File: src/design/c3cf_pkg.sv
// Shared types and constants for the 3x3 clamp filter.
package c3cf_pkg;

    localparam int PIX_W     = 8;
    localparam int COEF_W    = 16;
    localparam int TAPS      = 9;
    localparam int POS_W     = 10;
    localparam int DIM_REG_W = 11;
    localparam int CFG_W     = 48;
    localparam int APB_DW    = 64;
    localparam int APB_AW    = 6;
    localparam int MIN_DIM   = 3;
    localparam int PIX_MAX   = 255;
    localparam int MDATA_W   = 32;

    localparam logic [DIM_REG_W-1:0] WIDTH_RESET  = 11'd640;
    localparam logic [DIM_REG_W-1:0] HEIGHT_RESET = 11'd480;

    typedef enum logic [2:0] {
        REG_COEF_TOP    = 3'd0,
        REG_COEF_MIDDLE = 3'd1,
        REG_COEF_BOTTOM = 3'd2,
        REG_WIDTH       = 3'd3,
        REG_HEIGHT      = 3'd4
    } c3cf_reg_t;

    // tap order: top-left first, bottom-right last
    typedef logic [TAPS-1:0][PIX_W-1:0] c3cf_pix_t;

    typedef struct packed {
        logic             last;
        logic [POS_W-1:0] col;
        logic [POS_W-1:0] row;
    } c3cf_meta_t;

endpackage

File: src/design/c3cf_cell.sv
// One tap of the weighted sum: multiply, accumulate, truncate toward zero.
module c3cf_cell import c3cf_pkg::*; #(
    parameter int COEF_FRAC_BITS = 8
) (
    input  logic                                        aclk,
    input  logic                                        aresetn,
    input  logic                                        in_valid,
    output logic                                        in_ready,
    input  logic signed [PIX_W+COEF_W+4-COEF_FRAC_BITS:0] in_acc,
    input  c3cf_pix_t                                   in_pix,
    input  c3cf_meta_t                                  in_meta,
    input  logic [COEF_W-1:0]                           coef,
    output logic                                        out_valid,
    input  logic                                        out_ready,
    output logic signed [PIX_W+COEF_W+4-COEF_FRAC_BITS:0] out_acc,
    output c3cf_pix_t                                   out_pix,
    output c3cf_meta_t                                  out_meta
);

    localparam int ACC_W  = PIX_W + COEF_W + 5 - COEF_FRAC_BITS;
    localparam int NUM_W  = ACC_W + COEF_FRAC_BITS;
    localparam int PROD_W = PIX_W + 1 + COEF_W;
    localparam logic [NUM_W-1:0] BIAS = NUM_W'((1 << COEF_FRAC_BITS) - 1);

    logic                    valid_reg, valid_next;
    logic signed [ACC_W-1:0] acc_reg;
    c3cf_pix_t               pix_reg;
    c3cf_meta_t              meta_reg;

    logic signed [PROD_W-1:0] prod;
    logic signed [NUM_W-1:0]  num, num_adj, quot;
    logic                     load;

    assign in_ready = !valid_reg || out_ready;
    assign load     = in_valid && in_ready;

    always_comb begin
        prod    = $signed({1'b0, in_pix[0]}) * $signed(coef);
        num     = $signed({in_acc, {COEF_FRAC_BITS{1'b0}}})
                + $signed({{(NUM_W-PROD_W){prod[PROD_W-1]}}, prod});
        num_adj = num + (num[NUM_W-1] ? $signed(BIAS) : $signed(NUM_W'(0)));
        quot    = num_adj >>> COEF_FRAC_BITS;
    end

    always_comb begin
        valid_next = valid_reg;
        if (in_ready) begin
            valid_next = in_valid;
        end
    end

    always_ff @(posedge aclk) begin
        if (!aresetn) begin
            valid_reg <= 1'b0;
        end else begin
            valid_reg <= valid_next;
        end
    end

    always_ff @(posedge aclk) begin
        if (load) begin
            acc_reg  <= quot[ACC_W-1:0];
            pix_reg  <= c3cf_pix_t'(in_pix >> PIX_W);
            meta_reg <= in_meta;
        end
    end

    assign out_valid = valid_reg;
    assign out_acc   = acc_reg;
    assign out_pix   = pix_reg;
    assign out_meta  = meta_reg;

endmodule

File: config.mk
export PLATFORM = sky130hd
export DESIGN_NAME = c3cf_cell
export DESIGN_NICKNAME = d
export VERILOG_FILES = /design/src/design/c3cf_pkg.sv /design/src/design/c3cf_cell.sv
export SDC_FILE = /design/constraint.sdc
export NUM_CORES = 1
export LEC_CHECK = 0
export BUFFER_PORTS_ARGS = -buffer_cell sky130_fd_sc_hd__buf_4
export CORE_ASPECT_RATIO = 0.7
export CORE_UTILIZATION = 56
export DETAILED_ROUTE_END_ITERATION = 10
export GPL_TIMING_DRIVEN = 0
export PLACE_DENSITY = 0.9
export RECOVER_POWER = 25
export SLEW_MARGIN = 20
export SYNTH_ARGS = -nofsm -noshare
export SYNTH_HDL_FRONTEND = slang
export SYNTH_SLANG_ARGS = --single-unit
export TNS_END_PERCENT = 100
File: constraint.sdc
create_clock -name aclk -period 18.46 [get_ports aclk]
set_clock_uncertainty 0.05 [all_clocks]
set_input_delay 3.692 -clock aclk [delete_from_list [all_inputs] [get_ports aclk]]
set_output_delay 3.692 -clock aclk [all_outputs]
set_load 0.01 [all_outputs]
==> results of run 1 <==
==> placed cells by master, fill, tap and decap left out, types with 7 or more instances in the layout <==
cell / instances
sky130_fd_sc_hd__a211oi_1: 7
sky130_fd_sc_hd__a21oi_1: 19
sky130_fd_sc_hd__and2_1: 65
sky130_fd_sc_hd__buf_4: 169
sky130_fd_sc_hd__clkbuf_1: 17
sky130_fd_sc_hd__clkbuf_16: 9
sky130_fd_sc_hd__clkbuf_4: 80
sky130_fd_sc_hd__conb_1: 8
sky130_fd_sc_hd__edfxtp_1: 106
sky130_fd_sc_hd__fa_1: 125
sky130_fd_sc_hd__ha_1: 58
sky130_fd_sc_hd__inv_1: 201
sky130_fd_sc_hd__nand2_1: 89
sky130_fd_sc_hd__nor2_1: 18
sky130_fd_sc_hd__o21ai_0: 8
sky130_fd_sc_hd__xnor2_1: 20
sky130_fd_sc_hd__xor2_1: 19
==> power by group <==
part / leakage, nW / total [mW] / internal, mW / switching (mW)
registers: 1.03 / 0.393 / 0.380 / 0.0132
logic: 4.58 / 1.83 / 0.762 / 1.07
clock network: 0.127 / 0.169 / 0.0911 / 0.0779
total: 5.74 / 2.39 / 1.23 / 1.16
==> flip-flops by register name, summed over array words and instances (netlist names) <==
register / cells
out_meta: 21
out_pix: 64
out_acc: 21
out_valid: 1
==> synthesized netlist by cell type, types with 2 or more instances <==
master,number
sky130_fd_sc_hd__nand4_1,5
sky130_fd_sc_hd__a21oi_1,19
sky130_fd_sc_hd__nand3_1,5
sky130_fd_sc_hd__nor3_1,5
sky130_fd_sc_hd__fa_1,125
sky130_fd_sc_hd__nand2_1,89
sky130_fd_sc_hd__o21ai_1,2
sky130_fd_sc_hd__o211ai_1,4
sky130_fd_sc_hd__or3_1,3
sky130_fd_sc_hd__edfxtp_1,106
sky130_fd_sc_hd__a31oi_1,2
sky130_fd_sc_hd__o21ai_0,8
sky130_fd_sc_hd__clkbuf_1,13
sky130_fd_sc_hd__a21o_1,5
sky130_fd_sc_hd__buf_4,9
sky130_fd_sc_hd__ha_1,58
sky130_fd_sc_hd__and3_1,5
sky130_fd_sc_hd__inv_1,201
sky130_fd_sc_hd__and2_1,66
sky130_fd_sc_hd__nand2b_1,5
sky130_fd_sc_hd__and4_1,3
sky130_fd_sc_hd__nor2_1,18
sky130_fd_sc_hd__a211oi_1,7
sky130_fd_sc_hd__o21bai_1,2
sky130_fd_sc_hd__xor2_1,19
sky130_fd_sc_hd__nor4b_1,2
sky130_fd_sc_hd__o21a_1,2
sky130_fd_sc_hd__buf_2,3
sky130_fd_sc_hd__xnor2_1,20
==> cells by family after synthesis <==
| group | count (synthesis) | share of synthesized area (%) |
|---|---|---|
| adders and majority gates | 183 | 34.5 |
| other | 1 | 0.0401 |
| DFF | 107 | 34.3 |
| muxes | 1 | 0.107 |
| xor gates and xnor gates | 40 | 3.83 |
| buffers and inverters | 226 | 9.48 |
| AOI/OAI and AO/OA | 70 | 5.58 |
| and+or+nand+nor | 218 | 12.2 |
==> stage by stage <==
| stage | std cells | hold slack (ps) |
|---|---|---|
| final | 1336 | 547 |
| after global routing | 1335 | 607 |
| after CTS | 1335 | 553 |
| after detailed placement | 1319 | 538 |
| after global placement | 1318 | 482 |
| after floorplan | 853 | 560 |
==> path summary, 6_finish.rpt <==
path / from / endpoint / slack, ps
max: in_pix[3] / out_acc[20] / 8470
min: out_valid / out_valid / 550
max reg2reg: out_valid / out_meta[18] / 16630
min reg2reg: out_valid / out_valid / 550
==> metal layers <==
metal  vias up  part of all wire (%)  track usage [%]  wire length [um]
met5         -                     0                0                 0
met4         0                   1.7             5.88               367
met3        30                   6.9             5.90              1500
met2       235                    48             42.6             10500
met1      3357                    43             35.9              9350
li1       3165                     -                -                 -
==> worst max-delay path, cell delays in order <==
cell and delay (ps):
sky130_fd_sc_hd__buf_4 130, sky130_fd_sc_hd__clkbuf_1 490, sky130_fd_sc_hd__nand2_1 190, sky130_fd_sc_hd__fa_1 550, sky130_fd_sc_hd__fa_1 550, sky130_fd_sc_hd__inv_1 60, sky130_fd_sc_hd__fa_1 520, sky130_fd_sc_hd__fa_1 550
sky130_fd_sc_hd__inv_1 50, sky130_fd_sc_hd__fa_1 500, sky130_fd_sc_hd__inv_1 50, sky130_fd_sc_hd__ha_1 340, sky130_fd_sc_hd__nor2_1 290, sky130_fd_sc_hd__a2111oi_4 110, sky130_fd_sc_hd__o31ai_2 460, sky130_fd_sc_hd__nand4b_1 240
sky130_fd_sc_hd__xnor2_1 190, sky130_fd_sc_hd__nor4_2 320, sky130_fd_sc_hd__and4_1 250, sky130_fd_sc_hd__buf_4 140, sky130_fd_sc_hd__and4bb_4 260, sky130_fd_sc_hd__a21oi_1 70
==> final cells by class <==
class,instances,area [um^2]
Clock inverter,3,15.0
Buffer,25,131
Multi-Input combinational cell,520,5290
Fill cell,1216,4550
Inverter,201,754
Sequential cell,107,3200
Tap cell,225,282
Clock buffer,13,240
Antenna cell,1,2.50
Timing Repair Buffer,241,1830
==> summary by stage, run 1 <==
Place
Input and output buffers added on the ports amount to 240. The area after detailed placement is 11,500 um^2. The placed wire-length estimate is 18,300 um. The weighted congestion reported at the end of routability-driven placement is 0.947. At the placement stage, the worst setup path has a slack of 8240 ps.

Clock tree
Clock tree synthesis found a total of 107 sinks. The worst-case clock buffer depth is 2. The root buffer cell chosen for the clock tree is sky130_fd_sc_hd__clkbuf_16. The TritonCTS buffer count is 9. Clock latency on the worst-skew pair, taken at its later pin, is 330 ps. The hold-fix buffer count after cts is 0. After clock tree synthesis, the clock-pin slew on the worst setup and hold paths is 60 ps. The quantity of gates resized following cts is 0. TritonCTS built the clock tree. The H-tree was split into 3 levels. The post-CTS setup repair buffer count is 0.

Logic synthesis
In this run, synthesis inferred 106 flip-flops with an integrated enable. After synthesis, the cell types taking the most area are sky130_fd_sc_hd__edfxtp_1 34%, sky130_fd_sc_hd__fa_1 27%, sky130_fd_sc_hd__inv_1 8.1%. The synthesized design spends more area on one cell type than any other, namely sky130_fd_sc_hd__edfxtp_1. In the synthesized netlist the async set-or-reset flop fraction comes to 0%. The warning count from the yosys run is 0. The post-synthesis instance area is 9350 um^2. The number of different library cells used by synthesis comes to 64. The portion of the post-synthesis area used by sequential elements is 34.3%. The top flip-flop cell by instance count after synthesis is sky130_fd_sc_hd__edfxtp_1. The number of storage elements in the synthesis netlist is 107. Synthesis handed over a netlist of 846 instances. In this run the mean area of a mapped cell was 11.0 um^2. The share of the synthesized area in the top cell type is 34.1%.

Cells and area
The final cell area excluding filler cells is 11,700 um^2. The final layout net count is 1,422. Compared with the post-synthesis result, the final layout area differs by 25.6%. In the final layout, the share of cells above drive strength 1 is 25.3%. The end-of-flow core utilization is 72.1%.

Floorplan
The floorplan step set the die width to 156 um. The y dimension of the die is 110 um. The core region is 16,300 um^2.

The area of the die is 17,200 um^2. During I/O placement, the number of pins put on the boundary was 250. The effective utilization at floorplan is 57.4%. In this run the core area contains 39 standard-cell rows.

Pwr
Overall power consumption after layout is estimated at 2.39 mW. Dividing total power by cell area gives a power density of 204 nW/um^2. IR analysis of the VDD net gives a maximum drop of 0.193 mV.

The standby leakage power is 5.74 nW.

Setup path
STA classifies the critical path startpoint as an input pin. The critical path required time is 18,480 ps. At the worst endpoint, the arrival time is 10,000 ps. The critical setup path kind is in2reg. In this run the worst path has a maximum fanout of 10. Counting cells, the worst reg-to-reg path comes to 3. The endpoint type of the worst setup path is a flop.

Global route
The number of global-route vias before repair is 6,942. Entering global routing, the biggest net connects 58 pins. For this run, the total global-route usage over all layers was measured as 26.1%. The initial antenna violation count is 2. For this run the aggregate overflow at the end of global routing stands at 0. The first-pass GRT wire length is 33,900 um.

Timing
The final count of hold timing violations was 0. For the final routed database, the setup TNS stands at 0 ps. In the post-route analysis, the smallest setup slack over all paths is 8470 ps. The clock period minus worst slack is 9990 ps. The total of endpoints with negative setup slack in the final report is 0. Timing would allow up to 100 MHz. Setup repair after global routing left no endpoint under its margin. At the pin with the least slew margin, the transition time is 685 ps.

The ratio of final minimum period to clock period is 54.1%. Headroom to the max-slew limit came out at 54.4%. The final count of pins violating max slew came to 0.

Detailed routing
The iteration-0 DRC count of the detailed router is 423. The number of optimization iterations in the first detailed-route pass is 5. The detailed-route DRC error count is 0. The final wirelength is 21,800 um. After detailed routing, the number of vias per cell comes to 5.08.

Summing over every cut layer, the via total after detailed routing is 6,787. The wire length per cell is 16.3 um. The remaining number of nets flagged by the antenna check after routing is 0.

Hold path
The count of cells along the worst hold path is 2. The worst hold path class is reg2reg.

Status
The flow ran to the end, and the final reports show no timing, DRC or antenna violations.

Flow run
Across the run, the number of max-cap violations was 0.
Note: power is estimated with default switching activity, not from simulation.
==> run 2: changes to the inputs <==
--- a/config.mk
+++ b/config.mk
@@ -7,10 +7,10 @@
 export LEC_CHECK = 0
 export BUFFER_PORTS_ARGS = -buffer_cell sky130_fd_sc_hd__buf_4
 export CORE_ASPECT_RATIO = 0.7
-export CORE_UTILIZATION = 56
+export CORE_UTILIZATION = 55
 export DETAILED_ROUTE_END_ITERATION = 10
 export GPL_TIMING_DRIVEN = 0
-export PLACE_DENSITY = 0.9
+export PLACE_DENSITY = 0.89
 export RECOVER_POWER = 25
 export SLEW_MARGIN = 20
 export SYNTH_ARGS = -nofsm -noshare
==> constraint.sdc (replaced) <==
create_clock -name aclk -period 9.55 [get_ports aclk]
set_clock_uncertainty 0.05 [all_clocks]
set_input_delay 1.91 -clock aclk [delete_from_list [all_inputs] [get_ports aclk]]
set_output_delay 1.91 -clock aclk [all_outputs]
set_load 0.01 [all_outputs]
==> run 2 against run 1 <==
Against the previous run:
- register-to-register slack got worse by 8900 ps
- final cell count hardly changed
- worst setup slack worse by 7100 ps
- sequential power is 93% higher
- hold slack got worse by 29 ps
- sequential cell count stayed put
- non-clock buffer count stayed put
- first-iteration DRC count fell by 3.3%
- sequential share of layout area hardly changed
- critical path type unchanged
- critical endpoint unchanged
==> summary by stage, run 2 (same netlist as run 1, synthesis figures left out) <==
Place
The placed wire-length estimate was 18,400 um (+0.50%). The weighted congestion reported at the end of routability-driven placement is 0.939 (-0.87%). The number of I/O port buffers is 240 (unchanged).

Status
The flow ran to the end, and the final reports show no timing, DRC or antenna violations.

Floorplan
The effective utilization at floorplan is 56.8% (-0.51 points). The area of the die was 17,500 um^2 (+1.8%). The total number of placement rows is 39 (unchanged). The die outline width is 158 um (+0.90%).

The number of placed I/O pins was 250 (unchanged). The core footprint is 16,400 um^2 (+0.90%). The y dimension of the die came to 111 um (+0.89%).

Pwr
The standby leakage power is 5.74 nW (about the same). The power per standard cell area is 396 nW/um^2 (+94%). The peak supply drop is 0.424 mV (+120%). The post-route total power is 4.66 mW (+95%).

Global route
The first-pass GRT wire length is 35,800 um (+5.5%). The residual overflow from global routing was 0 (unchanged). The initial antenna violation count was 0 (-2). The pin count of the biggest net entering global routing is 61 (+5.2%). The global-route usage over all layers is 27.0% (+0.99 points).

The number of global-route vias before repair is 7,136 (+2.8%).

Detailed routing
The remaining number of nets flagged by the antenna check after routing came to 0 (unchanged). The via density per instance is 5.09 (+0.10%). The total via count after detailed routing came to 6,789 (+0.029%).

The wire length per cell is 16.5 um (+1.2%). The final wirelength is 22,000 um (+1.1%). The number of optimization iterations in the first detailed-route pass came to 5 (unchanged). The iteration-0 DRC count of the detailed router came to 409 (-3.3%). The detailed-route DRC error count is 0 (unchanged).

Clock tree
The hold-fix buffer count after cts is 0 (unchanged). The clock-pin slew on the worst setup and hold paths was 60 ps (about the same). The TritonCTS buffer count was 9 (unchanged). The worst-case clock buffer depth came to 2 (unchanged).

The quantity of gates resized following cts is 0 (unchanged). The root buffer cell is sky130_fd_sc_hd__clkbuf_16. The total number of clock tree sinks was 107 (unchanged). The post-CTS setup repair buffer count was 0 (unchanged). The clock insertion delay at the later pin of the skew report was 330 ps (about the same). The H-tree depth reported by CTS was 3 (unchanged). The CTS tree is built.

Setup path
The worst setup path is captured at a flop. The critical-path maximum fanout is 10 (unchanged). The kind of start point of the critical path is an input pin. The critical path required time is 9570 ps (-8910 ps). The worst path arrival time is 8180 ps (-1820 ps). The critical path in this run is classified as in2reg.

Timing
The maximum frequency from static timing analysis is 123 MHz. The final count of pins violating max slew is 0 (unchanged). The total of endpoints with negative setup slack in the final report is 0 (unchanged). The final count of hold timing violations came to 0 (unchanged). Setup repair after global routing left no endpoint under its margin. The worst path needs 8160 ps of the cycle, external delays included. The pin slew with the least headroom to its limit came to 655 ps (-29.8 ps). The headroom to the max-slew limit is 56.3% (+2.0 points). The ratio of final minimum period to clock period is 85.4%. The setup total negative slack is 0 ps (unchanged).

Cells and area
The layout cell share with drive strength beyond 1 is 25.5% (+0.18 points). The final layout net count came to 1,422 (unchanged). Leaving out fill and tap cells, the most frequent cells in the layout are 201 x sky130_fd_sc_hd__inv_1, 169 x sky130_fd_sc_hd__buf_4, 125 x sky130_fd_sc_hd__fa_1. The number of diodes added for antenna fixing is 0 (-1). The number of flip-flops under the largest register name was 64 (unchanged).

The most common cell after layout, fill and taps aside is sky130_fd_sc_hd__inv_1. Compared with the post-synthesis result, the final layout area differs by 25.8%.

Hold path
The worst hold path belongs to the class reg2reg.

Flow run
The reported max-cap violation count came to 0 (unchanged).
==> run 2: power breakdown <==
part / total (mW) / internal [mW] / switching (mW) / leakage (nW)
clock: 0.334 / 0.175 / 0.158 / 0.126
combinational: 3.56 / 1.47 / 2.10 / 4.58
sequential: 0.759 / 0.734 / 0.0258 / 1.03
total: 4.66 / 2.38 / 2.28 / 5.74
==> run 2: critical path, cell delays in order <==
cell and delay (ps):
sky130_fd_sc_hd__buf_4 130, sky130_fd_sc_hd__clkbuf_1 500, sky130_fd_sc_hd__nand2_1 160, sky130_fd_sc_hd__fa_1 540, sky130_fd_sc_hd__fa_1 550, sky130_fd_sc_hd__inv_1 60, sky130_fd_sc_hd__fa_1 500, sky130_fd_sc_hd__fa_1 540
sky130_fd_sc_hd__inv_1 50, sky130_fd_sc_hd__fa_1 510, sky130_fd_sc_hd__inv_1 50, sky130_fd_sc_hd__ha_1 330, sky130_fd_sc_hd__nor2_1 290, sky130_fd_sc_hd__a2111oi_4 110, sky130_fd_sc_hd__o31ai_2 450, sky130_fd_sc_hd__nand4b_1 240
sky130_fd_sc_hd__xnor2_1 190, sky130_fd_sc_hd__nor4_2 320, sky130_fd_sc_hd__and4_1 250, sky130_fd_sc_hd__buf_4 140, sky130_fd_sc_hd__and4bb_4 260, sky130_fd_sc_hd__a21oi_1 70
==> run 2: stage by stage <==
stage | utilization [%] | setup WS (ps) | area [um^2] | hold WS, ps | instances
floorplan | - | 1960 | 9370 | 560 | 853
global placement | 69.7 | 1240 | 11500 | 465 | 1318
detailed placement | 69.9 | 1130 | 11500 | 524 | 1319
CTS | 71.5 | 1460 | 11800 | 530 | 1335
global route | 71.5 | 1120 | 11800 | 570 | 1335
finish | 71.5 | 1390 | 11800 | 518 | 1335
==> run 2: layout make-up <==
type	instances	area [um^2]
Buffer	25	131
Clock buffer	9	225
Clock inverter	7	45.0
Fill cell	1219	4690
Inverter	201	754
Multi-Input combinational cell	520	5290
Sequential cell	107	3200
Tap cell	225	282
Timing Repair Buffer	241	1830
==> run 2: metal layers <==
layer / vias to the layer above / routed length (um) / global-route usage [%]
met5: - / 0 / 0
met4: 0 / 298 / 5.50
met3: 32 / 1690 / 6.45
met2: 247 / 10700 / 43.4
met1: 3352 / 9330 / 37.5
li1: 3158 / - / -
==> run 2: worst paths after layout <==
path	startpoint	endpoint	slack (ps)	cells after the start
worst max-delay path	in_pix[3]	out_acc[20]	1390	22
worst min-delay path	out_valid	out_valid	520	2
worst max register to register	out_valid	out_pix[42]	7760	3
worst min register to register	out_valid	out_valid	520	2
==> run 3: changes to the inputs <==
--- a/config.mk
+++ b/config.mk
@@ -11,7 +11,7 @@
 export DETAILED_ROUTE_END_ITERATION = 10
 export GPL_TIMING_DRIVEN = 0
 export PLACE_DENSITY = 0.89
-export RECOVER_POWER = 25
+export SKIP_LAST_GASP = 1
 export SLEW_MARGIN = 20
 export SYNTH_ARGS = -nofsm -noshare
 export SYNTH_HDL_FRONTEND = slang
==> run 3 against run 2 <==
Against the previous run:
- critical path depth did not move
- final cell count did not move
- wire length rose by 0.35%
- sequential power barely moved
- fmax barely moved
- cell area did not move
- sequential share of layout area did not move
- worst setup slack improved by 2.4 ps
- critical endpoint unchanged
==> summary by stage, run 3 (same netlist as run 1, synthesis figures left out) <==
Status
The run finished with clean final reports.

Floorplan
The total number of placement rows came to 39 (unchanged). The y dimension of the die is 111 um (unchanged). The number of placed I/O pins is 250 (unchanged). The area of the die is 17,500 um^2 (unchanged).

The core footprint is 16,400 um^2 (unchanged). The die outline width is 158 um (unchanged). The effective utilization at floorplan is 56.8% (unchanged).

Global route
The initial antenna violation count is 0 (unchanged). The number of global-route vias before repair is 7,136 (unchanged). The global-route usage over all layers came to 27.0% (unchanged). The pin count of the biggest net entering global routing is 61 (unchanged).

The first-pass GRT wire length is 35,800 um (unchanged). The residual overflow from global routing is 0 (unchanged).

Cells and area
The number of flip-flops under the largest register name is 64 (unchanged). The library cell used most frequently in the layout, excluding fill and tap cells, is sky130_fd_sc_hd__buf_4. The final cell area excluding filler cells is 11,800 um^2 (unchanged).

Leaving out fill and tap cells, the most frequent cells in the layout are 249 x sky130_fd_sc_hd__buf_4, 201 x sky130_fd_sc_hd__inv_1, 125 x sky130_fd_sc_hd__fa_1. The final layout net count is 1,422 (unchanged). The layout-stage area growth over the synthesis result is 25.8% (unchanged). The layout cell share with drive strength beyond 1 is 25.5% (unchanged). The number of diodes added for antenna fixing is 0 (unchanged). The number of fillers in the final layout is 1,219 (unchanged). The final instance count without filler cells is 1,335 (unchanged).

The end-of-flow core utilization is 71.5% (unchanged).

Setup path
The worst path arrival time is 8180 ps (about the same). In this run the critical register-to-register path is launched from out_valid. The worst setup path is of the in2reg kind. The critical path required time is 9570 ps (about the same).

The critical-path maximum fanout was 10 (unchanged). The signal on the critical path passes through buf_4, clkbuf_1, nand2_1, fa_1, fa_1, inv_1, fa_1, fa_1, inv_1, fa_1, inv_1, ha_1, nor2_1, a2111oi_4, o31ai_2, nand4b_1, xnor2_1, nor4_2, and4_1, buf_4, and4bb_4, a21oi_1. STA classifies the critical path endpoint as a flop. The slowest library cell on the worst path is sky130_fd_sc_hd__fa_1. The startpoint of the most critical setup path is in_pix[3]. The critical path buffer and inverter count is 6 (unchanged). The kind of cell adding the most delay to the critical path is adder cells. The kind of start point of the critical path is an input pin.

The worst stage delay on the critical path came to 550 ps (about the same). The cell with the most instances on the worst path is sky130_fd_sc_hd__fa_1.

Detailed routing
The via density per instance was 5.07 (-0.25%). The remaining number of nets flagged by the antenna check after routing is 0 (unchanged). The iteration-0 DRC count of the detailed router came to 423 (+3.4%). The final wirelength is 22,100 um (+0.35%). The number of optimization iterations in the first detailed-route pass was 5 (unchanged).

The total via count after detailed routing is 6,772 (-0.25%). The wire length per cell is 16.5 um (+0.35%). The detailed-route DRC error count was 0 (unchanged).

Clock tree
The post-CTS setup repair buffer count was 0 (unchanged). The total number of clock tree sinks was 107 (unchanged). The H-tree depth reported by CTS is 3 (unchanged). The clock insertion delay at the later pin of the skew report was 330 ps (about the same). The clock-pin slew on the worst setup and hold paths is 60 ps (about the same). The quantity of gates resized following cts was 0 (unchanged). The TritonCTS buffer count is 9 (unchanged).

The hold-fix buffer count after cts is 0 (unchanged). The CTS tree is built. The worst-case clock buffer depth is 2 (unchanged). The root buffer cell is sky130_fd_sc_hd__clkbuf_16.

Hold path
In this run the most critical hold path is launched from out_valid. The worst hold path class is reg2reg.

Timing
The final count of hold timing violations is 0 (unchanged). The final count of pins violating max slew is 0 (unchanged). The pin slew with the least headroom to its limit is 658 ps (+2.91 ps). The maximum frequency from static timing analysis came to 123 MHz (about the same). The total of endpoints with negative setup slack in the final report is 0 (unchanged). Setup repair after global routing left no endpoint under its margin. The setup total negative slack is 0 ps (unchanged). The headroom to the max-slew limit is 56.1% (-0.19 points).

The clock period minus worst slack came to 8150 ps (-2.39 ps). The ratio of final minimum period to clock period was 85.4% (about the same).

Place
The placed wire-length estimate is 18,400 um (unchanged). The number of I/O port buffers came to 240 (unchanged). The placed cell count is 1,319 (unchanged). The weighted congestion reported at the end of routability-driven placement is 0.939 (unchanged). The area after detailed placement is 11,500 um^2 (unchanged).

Pwr
The post-route total power is 4.66 mW (about the same). The power per standard cell area came to 396 nW/um^2 (about the same). The peak supply drop is 0.424 mV (about the same). The standby leakage power came to 5.76 nW (+0.28%).

Flow run
The reported max-cap violation count is 0 (unchanged).
==> run 3: cell count changes in the layout (fill, tap and decap cells not counted) <==
| cell | change |
|---|---|
| sky130_fd_sc_hd__clkbuf_4 | -80 |
| sky130_fd_sc_hd__buf_4 | +80 |
==> run 3: worst paths after layout <==
kind / depth (start not counted) / slack, ps / end
max: 22 / 1400 / out_acc[20]
min: 2 / 520 / out_valid
max reg2reg: 3 / 7760 / out_pix[42]
min reg2reg: 2 / 520 / out_valid
==> run 3: layout make-up <==
cell class                 instances  area (um^2)  share of cell area [%]
clock inverter                     7         45.0                   0.383
clock buffer                       9          225                    1.92
timing repair buffer             241         1830                    15.6
tap                              225          282                    2.39
multi-input combinational        520         5290                    45.0
buffer                            25          131                    1.12
sequential                       107         3200                    27.2
inverter                         201          754                    6.42
==> run 3: stage by stage <==
stage	setup WS (ps)	hold WS [ps]
detailed placement	1130	524
floorplan	1960	560
global route	1120	570
finish	1400	518
global placement	1240	465
CTS	1460	530
==> run 3: layer usage <==
layer	track usage (%)	wire [um]
met4	5.50	297
met5	0	0
met2	43.4	10700
met1	37.5	9330
met3	6.45	1760
==> run 3: worst min-delay path: cells and delay by family (launching register included) <==
| kind | cells | cell delay (ps) |
|---|---|---|
| simple gates | 1 | 110 |
| flops | 1 | 310 |
| compound gates | 1 | 90 |
==> run 3: power breakdown <==
group          internal [mW]  switching (mW)
Combinational           1.47            2.09
Sequential             0.734          0.0258
Clock                  0.175           0.160
Total                   2.38            2.28
